**config.mk**
```make
export PLATFORM = sky130hd
export DESIGN_NAME = cubic_bisection_root_finder
export DESIGN_NICKNAME = d
export VERILOG_FILES = /design/src/sv/cbrf_pkg.sv /design/src/sv/cubic_bisection_root_finder.sv /design/src/sv/cbrf_mul.sv /design/src/sv/cbrf_eval.sv
export SDC_FILE = /design/constraint.sdc
export NUM_CORES = 2
export LEC_CHECK = 0
export BUFFER_PORTS_ARGS = -buffer_cell sky130_fd_sc_hd__buf_2
export CORE_UTILIZATION = 50
export CTS_BUF_LIST = sky130_fd_sc_hd__clkbuf_8
export CTS_CLUSTER_SIZE = 14
export DETAILED_ROUTE_END_ITERATION = 16
export PLACE_DENSITY = 0.66
export SYNTH_ARGS = -nofsm -noshare
export SYNTH_HDL_FRONTEND = slang
export SYNTH_SLANG_ARGS = --single-unit
```
**constraint.sdc**
```tcl
create_clock -name clk -period 14.5 [get_ports clk]
set_clock_uncertainty 0.15 [all_clocks]
set_input_delay 2.175 -clock clk [delete_from_list [all_inputs] [get_ports clk]]
set_output_delay 2.175 -clock clk [all_outputs]
set_load 0.005 [all_outputs]
```
**src/sv/cbrf_pkg.sv**
```systemverilog
// shared types and constants of the cubic bisection root finder
package cbrf_pkg;

  localparam int FracBitsDefault = 16;
  localparam int MaxStepsDefault = 64;
  localparam int XW   = 32;
  localparam int AccW = 4 * XW;
  localparam int StepW = 7;
  localparam int TolW = 31;
  localparam int CfgIdxW = 3;

  localparam logic [CfgIdxW-1:0] REG_COEF_CUBIC  = 3'd0;
  localparam logic [CfgIdxW-1:0] REG_COEF_SQUARE = 3'd1;
  localparam logic [CfgIdxW-1:0] REG_COEF_LINEAR = 3'd2;
  localparam logic [CfgIdxW-1:0] REG_COEF_CONST  = 3'd3;
  localparam logic [CfgIdxW-1:0] REG_TOLERANCE   = 3'd4;
  localparam logic [CfgIdxW-1:0] REG_ITER_CAP    = 3'd5;

  typedef struct packed {
    logic signed [XW-1:0] interval_low;
    logic signed [XW-1:0] interval_high;
  } in_item_t;

  typedef struct packed {
    logic signed [XW-1:0] root;
    logic                 converged;
    logic [StepW-1:0]     steps_taken;
  } out_item_t;

  typedef struct packed {
    logic signed [XW-1:0] a;
    logic signed [XW-1:0] b;
    logic signed [XW-1:0] c;
    logic signed [XW-1:0] d;
  } coef_t;

  typedef enum logic [1:0] {
    EV_IDLE,
    EV_START,
    EV_WAIT
  } ev_state_t;

  typedef enum logic [2:0] {
    ST_IDLE,
    ST_EVAL_LO,
    ST_WAIT_LO,
    ST_MID,
    ST_EVAL_MID,
    ST_WAIT_MID,
    ST_OUT
  } state_t;

endpackage

```
**src/sv/cubic_bisection_root_finder.sv**
```systemverilog
// cubic bisection root finder: one f(x) evaluation is 3 serial products (Horner) on the
// one-bit-a-cycle multiplier; f(lo) is evaluated once per item, f(mid) once per step
// one item at a time; the next beat is taken once the FSM has returned to idle
// a new item is taken while the previous result waits in the output reg
// synchronous reset restores the register defaults: a=0 b=0 c=1.0 d=0 tol=66 cap=48
module cubic_bisection_root_finder #(
  parameter int FRAC_BITS = cbrf_pkg::FracBitsDefault,
  parameter int MAX_STEPS = cbrf_pkg::MaxStepsDefault
) (
  input  logic                              clk,
  input  logic                              rst,
  input  logic                              in_valid,
  output logic                              in_ready,
  input  cbrf_pkg::in_item_t                in_data,
  output logic                              out_valid,
  input  logic                              out_ready,
  output cbrf_pkg::out_item_t               out_data,
  input  logic                              cfg_we,
  input  logic [cbrf_pkg::CfgIdxW-1:0]      cfg_index,
  input  logic [cbrf_pkg::XW-1:0]           cfg_data
);

  localparam int XW = cbrf_pkg::XW;
  localparam int AccW = cbrf_pkg::AccW;
  localparam int StepW = cbrf_pkg::StepW;
  localparam logic [StepW-1:0] MaxSteps = StepW'(MAX_STEPS);

  cbrf_pkg::state_t state, state_next;
  cbrf_pkg::coef_t               coef;
  logic [cbrf_pkg::TolW-1:0]     tolerance;
  logic [StepW-1:0]              iteration_cap;
  logic [StepW-1:0]              cap_eff;

  logic signed [XW-1:0]          lo, hi, mid;
  logic signed [XW:0]            sum;
  logic signed [XW-1:0]          ev_x;
  logic [StepW-1:0]              steps;
  logic                          lo_neg, lo_pos;
  logic                          ev_start, ev_done;
  logic [AccW-1:0]               ev_f;
  logic                          fm_neg, fm_pos;
  logic [AccW-1:0]               mag, tol_sh;
  logic                          met, flip;
  logic                          conv;

  cbrf_eval #(.FRAC_BITS(FRAC_BITS)) u_eval (
    .clk   (clk),
    .rst   (rst),
    .start (ev_start),
    .x     (ev_x),
    .coef  (coef),
    .done  (ev_done),
    .f     (ev_f)
  );

  // register file
  always_ff @(posedge clk) begin
    if (rst) begin
      coef.a        <= '0;
      coef.b        <= '0;
      coef.c        <= XW'(1) << FRAC_BITS;
      coef.d        <= '0;
      tolerance     <= cbrf_pkg::TolW'(66);
      iteration_cap <= StepW'(48);
    end else if (cfg_we) begin
      case (cfg_index)
        cbrf_pkg::REG_COEF_CUBIC:  coef.a        <= cfg_data;
        cbrf_pkg::REG_COEF_SQUARE: coef.b        <= cfg_data;
        cbrf_pkg::REG_COEF_LINEAR: coef.c        <= cfg_data;
        cbrf_pkg::REG_COEF_CONST:  coef.d        <= cfg_data;
        cbrf_pkg::REG_TOLERANCE:   tolerance     <= cfg_data[cbrf_pkg::TolW-1:0];
        cbrf_pkg::REG_ITER_CAP:    iteration_cap <= cfg_data[StepW-1:0];
        default: ;
      endcase
    end
  end

  always_comb begin
    if (iteration_cap == '0) cap_eff = StepW'(1);
    else if (iteration_cap > MaxSteps) cap_eff = MaxSteps;
    else cap_eff = iteration_cap;
  end

  // floor of the half sum is an arithmetic shift
  assign sum = {lo[XW-1], lo} + {hi[XW-1], hi};

  assign fm_neg = ev_f[AccW-1];
  assign fm_pos = !ev_f[AccW-1] && (ev_f != '0);
  assign mag    = fm_neg ? (~ev_f + 1'b1) : ev_f;
  assign tol_sh = {{(AccW-cbrf_pkg::TolW){1'b0}}, tolerance} << (3 * FRAC_BITS);
  assign met    = (mag <= tol_sh);
  assign flip   = (lo_neg && fm_pos) || (lo_pos && fm_neg);

  always_comb begin
    state_next = state;
    ev_start   = 1'b0;
    in_ready   = 1'b0;
    case (state)
      cbrf_pkg::ST_IDLE: begin
        in_ready = 1'b1;
        if (in_valid) state_next = cbrf_pkg::ST_EVAL_LO;
      end
      cbrf_pkg::ST_EVAL_LO: begin
        ev_start   = 1'b1;
        state_next = cbrf_pkg::ST_WAIT_LO;
      end
      cbrf_pkg::ST_WAIT_LO:  if (ev_done) state_next = cbrf_pkg::ST_MID;
      cbrf_pkg::ST_MID:      state_next = cbrf_pkg::ST_EVAL_MID;
      cbrf_pkg::ST_EVAL_MID: begin
        ev_start   = 1'b1;
        state_next = cbrf_pkg::ST_WAIT_MID;
      end
      cbrf_pkg::ST_WAIT_MID: begin
        if (ev_done) begin
          if (met || steps == cap_eff) state_next = cbrf_pkg::ST_OUT;
          else state_next = cbrf_pkg::ST_MID;
        end
      end
      cbrf_pkg::ST_OUT: if (!out_valid || out_ready) state_next = cbrf_pkg::ST_IDLE;
      default: state_next = cbrf_pkg::ST_IDLE;
    endcase
  end

  always_ff @(posedge clk) begin
    if (rst) begin
      state     <= cbrf_pkg::ST_IDLE;
      out_valid <= 1'b0;
      steps     <= '0;
    end else begin
      state <= state_next;
      if (state == cbrf_pkg::ST_IDLE && in_valid) steps <= '0;
      if (state == cbrf_pkg::ST_MID) steps <= steps + 1'b1;
      if (state == cbrf_pkg::ST_OUT && (!out_valid || out_ready)) out_valid <= 1'b1;
      else if (out_ready) out_valid <= 1'b0;
    end
  end

  always_ff @(posedge clk) begin
    case (state)
      cbrf_pkg::ST_IDLE: begin
        if (in_valid) begin
          lo   <= in_data.interval_low;
          hi   <= in_data.interval_high;
          ev_x <= in_data.interval_low;
        end
      end
      cbrf_pkg::ST_WAIT_LO: begin
        if (ev_done) begin
          lo_neg <= fm_neg;
          lo_pos <= fm_pos;
        end
      end
      cbrf_pkg::ST_MID: begin
        mid  <= sum[XW:1];
        ev_x <= sum[XW:1];
      end
      cbrf_pkg::ST_WAIT_MID: begin
        if (ev_done && !met) begin
          if (flip) begin
            hi <= mid;
          end else begin
            lo     <= mid;
            lo_neg <= fm_neg;
            lo_pos <= fm_pos;
          end
          conv <= 1'b0;
        end else if (ev_done) begin
          conv <= 1'b1;
        end
      end
      cbrf_pkg::ST_OUT: begin
        if (!out_valid || out_ready) begin
          out_data.root        <= mid;
          out_data.converged   <= conv;
          out_data.steps_taken <= steps;
        end
      end
      default: ;
    endcase
  end

  a_steps_range: assert property (@(posedge clk) disable iff (rst)
    out_valid |-> (out_data.steps_taken != '0) && (out_data.steps_taken <= MaxSteps))
    else $error("steps_taken out of range");

  a_accept_starts: assert property (@(posedge clk) disable iff (rst)
    (in_valid && in_ready) |=> (state == cbrf_pkg::ST_EVAL_LO))
    else $error("accepted beat did not start evaluation");

  a_steps_capped: assert property (@(posedge clk) disable iff (rst)
    (state == cbrf_pkg::ST_WAIT_MID) |-> (steps != '0) && (steps <= cap_eff))
    else $error("step counter beyond cap");

endmodule

```
**src/sv/cbrf_mul.sv**
```systemverilog
// bit-serial signed multiplier: wide multiplicand times 32-bit multiplier, one bit a cycle
module cbrf_mul (
  input  logic                                 clk,
  input  logic                                 rst,
  input  logic                                 start,
  input  logic [cbrf_pkg::AccW-1:0]            mcand_in,
  input  logic [cbrf_pkg::XW-1:0]              mplier_in,
  output logic                                 done,
  output logic [cbrf_pkg::AccW-1:0]            product
);

  localparam int CntW = $clog2(cbrf_pkg::XW);
  localparam logic [CntW-1:0] LastBit = CntW'(cbrf_pkg::XW - 1);

  logic                        busy;
  logic [CntW-1:0]             cnt;
  logic [cbrf_pkg::AccW-1:0]   acc;
  logic [cbrf_pkg::AccW-1:0]   acc_next;
  logic [cbrf_pkg::AccW-1:0]   mcand;
  logic [cbrf_pkg::XW-1:0]     mplier;

  // the top multiplier bit carries negative weight
  always_comb begin
    acc_next = (cnt == LastBit) ? acc - mcand : acc + mcand;
  end

  always_ff @(posedge clk) begin
    if (rst) begin
      busy <= 1'b0;
      done <= 1'b0;
      cnt  <= '0;
    end else begin
      done <= 1'b0;
      if (start) begin
        busy <= 1'b1;
        cnt  <= '0;
      end else if (busy) begin
        cnt <= cnt + 1'b1;
        if (cnt == LastBit) begin
          busy <= 1'b0;
          done <= 1'b1;
        end
      end
    end
  end

  always_ff @(posedge clk) begin
    if (start) begin
      acc    <= '0;
      mcand  <= mcand_in;
      mplier <= mplier_in;
    end else if (busy) begin
      if (mplier[0]) acc <= acc_next;
      mcand  <= mcand << 1;
      mplier <= mplier >> 1;
    end
  end

  assign product = acc;

endmodule

```
**src/sv/cbrf_eval.sv**
```systemverilog
// horner evaluation of the cubic, scaled by 2^(4*frac_bits), on one serial multiplier
module cbrf_eval #(
  parameter int FRAC_BITS = cbrf_pkg::FracBitsDefault
) (
  input  logic                          clk,
  input  logic                          rst,
  input  logic                          start,
  input  logic signed [cbrf_pkg::XW-1:0] x,
  input  cbrf_pkg::coef_t               coef,
  output logic                          done,
  output logic [cbrf_pkg::AccW-1:0]     f
);

  localparam logic [1:0] LastTerm = 2'd2;

  cbrf_pkg::ev_state_t state, state_next;
  logic [1:0]                    k;
  logic [cbrf_pkg::AccW-1:0]     h;
  logic [cbrf_pkg::AccW-1:0]     addend;
  logic                          mul_start;
  logic                          mul_done;
  logic [cbrf_pkg::AccW-1:0]     product;

  cbrf_mul u_mul (
    .clk       (clk),
    .rst       (rst),
    .start     (mul_start),
    .mcand_in  (h),
    .mplier_in (x),
    .done      (mul_done),
    .product   (product)
  );

  always_comb begin
    case (k)
      2'd0:    addend = {{(cbrf_pkg::AccW-cbrf_pkg::XW){coef.b[cbrf_pkg::XW-1]}}, coef.b}
                        << FRAC_BITS;
      2'd1:    addend = {{(cbrf_pkg::AccW-cbrf_pkg::XW){coef.c[cbrf_pkg::XW-1]}}, coef.c}
                        << (2 * FRAC_BITS);
      default: addend = {{(cbrf_pkg::AccW-cbrf_pkg::XW){coef.d[cbrf_pkg::XW-1]}}, coef.d}
                        << (3 * FRAC_BITS);
    endcase
  end

  always_comb begin
    state_next = state;
    mul_start  = 1'b0;
    case (state)
      cbrf_pkg::EV_IDLE:  if (start) state_next = cbrf_pkg::EV_START;
      cbrf_pkg::EV_START: begin
        mul_start  = 1'b1;
        state_next = cbrf_pkg::EV_WAIT;
      end
      cbrf_pkg::EV_WAIT: begin
        if (mul_done) begin
          state_next = (k == LastTerm) ? cbrf_pkg::EV_IDLE : cbrf_pkg::EV_START;
        end
      end
      default: state_next = cbrf_pkg::EV_IDLE;
    endcase
  end

  always_ff @(posedge clk) begin
    if (rst) begin
      state <= cbrf_pkg::EV_IDLE;
      done  <= 1'b0;
      k     <= '0;
    end else begin
      state <= state_next;
      done  <= 1'b0;
      if (state == cbrf_pkg::EV_IDLE && start) begin
        k <= '0;
      end else if (state == cbrf_pkg::EV_WAIT && mul_done) begin
        k <= k + 1'b1;
        if (k == LastTerm) done <= 1'b1;
      end
    end
  end

  always_ff @(posedge clk) begin
    if (state == cbrf_pkg::EV_IDLE && start) begin
      h <= {{(cbrf_pkg::AccW-cbrf_pkg::XW){coef.a[cbrf_pkg::XW-1]}}, coef.a};
    end else if (state == cbrf_pkg::EV_WAIT && mul_done) begin
      h <= product + addend;
    end
  end

  assign f = h;

endmodule
```
* Word level (Yosys, flattened, before mapping) *
Cells that the tools add are included.

word-level totals
  bits in writable memories = 0
  memories kept = 0
  logic and storage cells = 167
  memory bits (read-only) = 0
  bits in latches = 0
  output and inout port bits = 42
  bits in registers = 776

cells by class
  magnitude comparators = 2
  multipliers = 0
  mux-type cells = 51
  shift operators = 0
  $add $sub $neg = 8
  eq/ne operators = 26
  div/mod/pow operators = 0
  bitwise logic cells = 3
  reductions and logical operators = 48

operators with widths
  cell                                                               number
  128-bit 2-to-1 mux                                                 6
  128-bit adder                                                      2
  32-bit 2-to-1 mux                                                  8
  128-bit one-hot mux with 2 select lines                            1
  32-bit one-hot mux with 2 select lines                             3
  128-bit by 1-bit adder with 128-bit output, second input constant  1
  128-bit by 79-bit <= comparator with 1-bit output                  1
  128-bit inverter                                                   1
  128-bit nonzero test                                               1
  128-bit subtractor                                                 1
  32-bit by 32-bit adder with 33-bit output                          1
  7-bit 2-to-1 mux                                                   4
  2-bit AND reduction                                                11
  3-bit one-hot mux with 7 select lines                              1
  1-bit 2-to-1 mux                                                   18
  4-bit AND reduction                                                4
  2-bit nonzero test                                                 8
  3-bit == test, second input constant                               5
  3-bit 2-to-1 mux                                                   5
  3-bit by 2-bit == test with 1-bit output, second input constant    4
  2-bit != test, second input constant                               6
  1-bit logical AND                                                  8
  7-bit by 1-bit adder with 7-bit output, second input constant      1
  7-bit == test                                                      1
  19 further kinds                                                   36

* Logic depth before layout (Yosys ltp) *
  word-level depth = 8
  gate-level depth with buffers = 30
  depth with buffers taken out = 28

* Cells and area by module *
Synthesis repeated with hierarchy kept, for this count alone.

second synthesis, totals
  cells, all modules = 6374
  area, all modules = 53872.9 µm²

by module, submodules not included
  module                       area an instance (µm²)  times used  sequential area each (µm²)  cells an instance
  cbrf_mul                     21824.7                 1           7507.2                      2582
  cubic_bisection_root_finder  19219.7                 1           8678.3                      2262
  cbrf_eval                    12828.6                 1           3943.8                      1530

* Least setup slack after synthesis *
Ideal clock, no wire load.

  path type = reg-to-reg
  start point = register u_eval.u_mul.mcand[5] in the netlist's numbering
  end point = register u_eval.u_mul.acc, in the netlist u_eval.u_mul.product[127]
  slack = 7.940 ns
  library setup time = 0.070 ns
  data required time = 14.280 ns
  stages on the path, launching flop included = 28
  clock period less this slack = 6.560 ns
  path buffers = 0
  arrival = 6.339 ns
  cell sequence = edfxtp_1 or4_1 or3_1 nand2b_1 nor2_1 and2_1 nor4bb_1 nor3b_1 nor3b_2 nand2_1 nor2_1 and4b_1 nor2_1 xnor2_1 ha_1 nand2_1 o21ai_0 nor2b_1 nor3_1 and2_1 a2111oi_0 a21boi_0 o31ai_1 nand4_1 and3b_1 xnor2_1 or3_1 a21oi_1

between the ends
  word-level cells in the longest chain between the ends = 2

RTL lines
  item                                                 line            RTL
  start, declared                                      cbrf_mul.sv:19  logic [cbrf_pkg::AccW-1:0] mcand;
  start signal, assigned                               cbrf_mul.sv:50  mcand <= mcand_in;
  start signal, assigned                               cbrf_mul.sv:54  mcand <= mcand << 1;
  128-bit adder or 128-bit subtractor (tied branches)  cbrf_mul.sv:24  acc_next = (cnt == LastBit) ? acc - mcand : acc + mcand;
  128-bit 2-to-1 mux *                                 cbrf_mul.sv:24
  end signal, assigned                                 cbrf_mul.sv:53  if (mplier[0]) acc <= acc_next;
  end, declared                                        cbrf_mul.sv:17  logic [cbrf_pkg::AccW-1:0] acc;

Mark *: on every way between the ends. The rest lies on a longest branch, timed or not.
A chain may end at the register's enable or synchronous reset.

* Worst setup path after layout *
  start point = register u_eval.u_mul.mcand[5] in the netlist's numbering
  end point = register u_eval.u_mul.acc, in the netlist u_eval.u_mul.product[109]

The elaborated chain is that of the path after synthesis.

==> flow_summary.toml <==
[outcome]
status = "complete, no violations"

[critical_path]
cp.depth = 24
cp.required_ns = 15.08
cp-end-kind = "flop"
cpMaxStageDelayCell = "a2111oi_0"
rrSetupSlack_ns = 5.74
path_max_fanout = 8
cpLargestDelayFamily = "simple AND/OR/NAND/NOR gates"
slowest_delay_ns = 0.83
crit_chain = "or4_1, or3_1, nor3_1, and2_0, nand4_1, nor2_1, nand2_1, or2_2, nor2_1, a21oi_1, xnor2_1, ha_1, nand4_1, or4_1, nor2_1, inv_1, a2111oi_0, o21ai_0, buf_4, o31ai_1, a31oi_1, o21ai_0, nand2b_1, o311ai_0"
r2r_start = "u_eval.u_mul.mcand[5]"
cp-endpoint = "u_eval.u_mul.product[109]"
cp-start-kind = "flop"
critPathBufInv = 2
r2r_end = "u_eval.u_mul.product[109]"
cp_common_cell = "nor2_1"
crit_start = "u_eval.u_mul.mcand[5]"
r2r_cells = 24
arrival_ns = 9.34
crit_type = "flop to flop"

[drt]
num_vias = 50500
drcViolationCount = 0
routed_via_density = 6.22
antenna_left = 0
dr.first_iter.drc_count = 5791
firstDrtPassIters = 6
wirelength_um = 193000
wl_per_cell_um = 23.8

[floorplan]
fp-row-count = 119
start_util_pct = 50.5
num_io_pins = 146
die_y_um = 329
core_um2 = 106000
die-area_um2 = 108000
fp.dieW_um = 329

[sta]
rsz0062_at_grt = "no"
worst_pin_slew_ns = 1.29
period_needed_ns = 8.76
post-route-period-util_pct = 60.4
hold_viol_final = 0
maxSlewViolCount = 0
relSlewSlack_pct = 13.6
tns_ns = 0
setup_viol = 0
fmax_ghz = 0.114

[layout]
mostFrequentLayoutCells = "nand2_1 (1524), a21oi_1 (707), edfxtp_1 (459)"
drive_gt1_share_pct = 7.54
final_common_cell = "nand2_1"
finalNetCount = 7019
post-route-util_pct = 54.9
area_growth_pct = 8.71

[logic_synthesis]
yosys-top-cells-area = "edfxtp_1 (26%), dfxtp_1 (12%), nand2_1 (11%), ha_1 (7.2%), a21oi_1 (6.6%)"
syn_nets = 7033
synth-seq-area-share_pct = 37.7
avgSynthCellArea_um2 = 8.06
synth_edf_count = 459
synth_cells = 6618
synth_warnings = 0
ys.flop_type = "edfxtp_1"
ys_types = 89
syn_area_um2 = 53400
synth-seq-cells = 776
yosysTopAreaCellShare_pct = 25.8
yosysTopAreaCell = "edfxtp_1"
async_reset_ff_share_pct = 0

[place]
port_buffers = 145
gp_congestion = 1.05
dp_hpwl_um = 146000

[clock_tree]
clk_latency_ns = 0.86
clk_path_buf_depth = 3
cts_resized = 0
postCtsHoldBufs = 0
cts_max_level = 4
path_clk_slew_ns = 0.06
root_buffer = "clkbuf_8"
cts_buffers = 143
cts_setup_buffers = 0
cts_tree = "yes"
cts.sinks = 776

[min_path]
min_path_type = "flop to flop"

[power_and_ir_drop]
leakagePower_nw = 23.0
power_mw = 9.23
ir_drop_mv = 0.0788
p_per_area_nw_per_um2 = 159

[flow_run]
drv_cap = 0

[global_route]
grt_pass1_wl_um = 289000
antenna_found_initial = 13
first_global_vias = 46700
grt_max_degree = 118
grt.total_usage_pct = 35.0
overflow = 0
layout make-up:
cell class / instances / area, µm²
Tap cell: 1391 / 1740
Fill cell: 9974 / 47600
Sequential cell: 776 / 20100
Multi-Input combinational cell: 5299 / 31300
Clock inverter: 97 / 673
Timing Repair Buffer: 201 / 1160
Inverter: 183 / 687
Antenna cell: 4 / 10.0
Clock buffer: 169 / 2330
worst min path at each step:
stage          startpoint          end  depth (start not counted)  slack, ns
2_1_floorplan        conv  out_data[7]                          0       0.25
3_3_place_gp         conv  out_data[7]                          0       0.29
3_5_place_dp         conv  out_data[7]                          0       0.26
4_1_cts          coef[76]     coef[76]                          2       0.30
5_1_grt          coef[67]     coef[67]                          2       0.31
6_report         coef[67]     coef[67]                          2       0.30
power by group:
group	switching [mW]	total (mW)	leakage, nW	internal, mW
Combinational	2.37	3.71	14.4	1.34
Sequential	0.520	3.29	6.87	2.77
Clock	1.06	2.23	1.69	1.17
Total	3.95	9.23	23.0	5.28
Yosys cell counts (all sizes together), types with 47 or more instances:
| master | n |
|---|---|
| nand2b | 47 |
| o31ai | 48 |
| nor4 | 95 |
| or3 | 61 |
| a21oi | 707 |
| clkbuf | 337 |
| nor2 | 419 |
| inv | 183 |
| nor3 | 144 |
| o21ai | 367 |
| a21o | 166 |
| xor2 | 116 |
| ha | 308 |
| nand3 | 87 |
| edfxtp | 459 |
| a31oi | 68 |
| o21a | 59 |
| dfxtp | 317 |
| xnor2 | 307 |
| nand2 | 1528 |
| o21bai | 67 |
| a211oi | 48 |
| nand4 | 131 |
logic make-up after synthesis:
family	Yosys count	synth area share (%)
simple gates	2755	23.1
mux	37	0.727
xor+xnor	423	6.94
flops	776	37.7
fa+ha+maj	311	7.33
buf+inv	543	3.84
compound gates	1773	20.3
flip-flops by register name, indices dropped and copies added, names as in the netlist, 3 cells and up:
name	cells
coef	128
u_eval.f	128
u_eval.u_mul.mcand	128
u_eval.u_mul.product	128
out_data	40
ev_x	32
hi	32
lo	32
mid	32
u_eval.u_mul.mplier	32
tolerance	31
iteration_cap	7
steps	7
u_eval.u_mul.cnt	5
state	3
routing by layer:
layer  vias to the layer above  share of wire, %  GRT usage, %  wire length (µm)
met5                         -             0.034             0                65
met4                        12               4.1          13.7              7840
met3                       393               9.5          6.92             18400
met2                      2400                44          54.3             84700
met1                     24000                43          47.9             82200
li1                      23700                 -             -                 -
worst reg2reg max path, stage by stage (launching register included):
cell and delay [ns]:
edfxtp_1 0.44, or4_1 0.54, or3_1 0.34, nor3_1 0.49, and2_0 0.48, nand4_1 0.31, nor2_1 0.25, nand2_1 0.18
or2_2 0.37, nor2_1 0.46, a21oi_1 0.17, xnor2_1 0.17, ha_1 0.45, nand4_1 0.16, or4_1 0.52, nor2_1 0.15
inv_1 0.06, a2111oi_0 0.83, o21ai_0 0.23, buf_4 0.21, o31ai_1 0.62, a31oi_1 0.27, o21ai_0 0.41, nand2b_1 0.12
o311ai_0 0.26
through the flow:
step / cell area (µm²) / instances / hold slack, ns / worst slack (ns)
2_1_floorplan: 53400 / 6618 / 0.250 / 7.94
3_3_place_gp: 55000 / 7850 / 0.285 / 6.20
3_5_place_dp: 55000 / 7850 / 0.256 / 6.09
4_1_cts: 58000 / 8116 / 0.300 / 6.04
5_1_grt: 58000 / 8117 / 0.313 / 5.16
6_report: 58000 / 8120 / 0.299 / 5.74
Note: power is estimated with default switching activity, not from simulation.
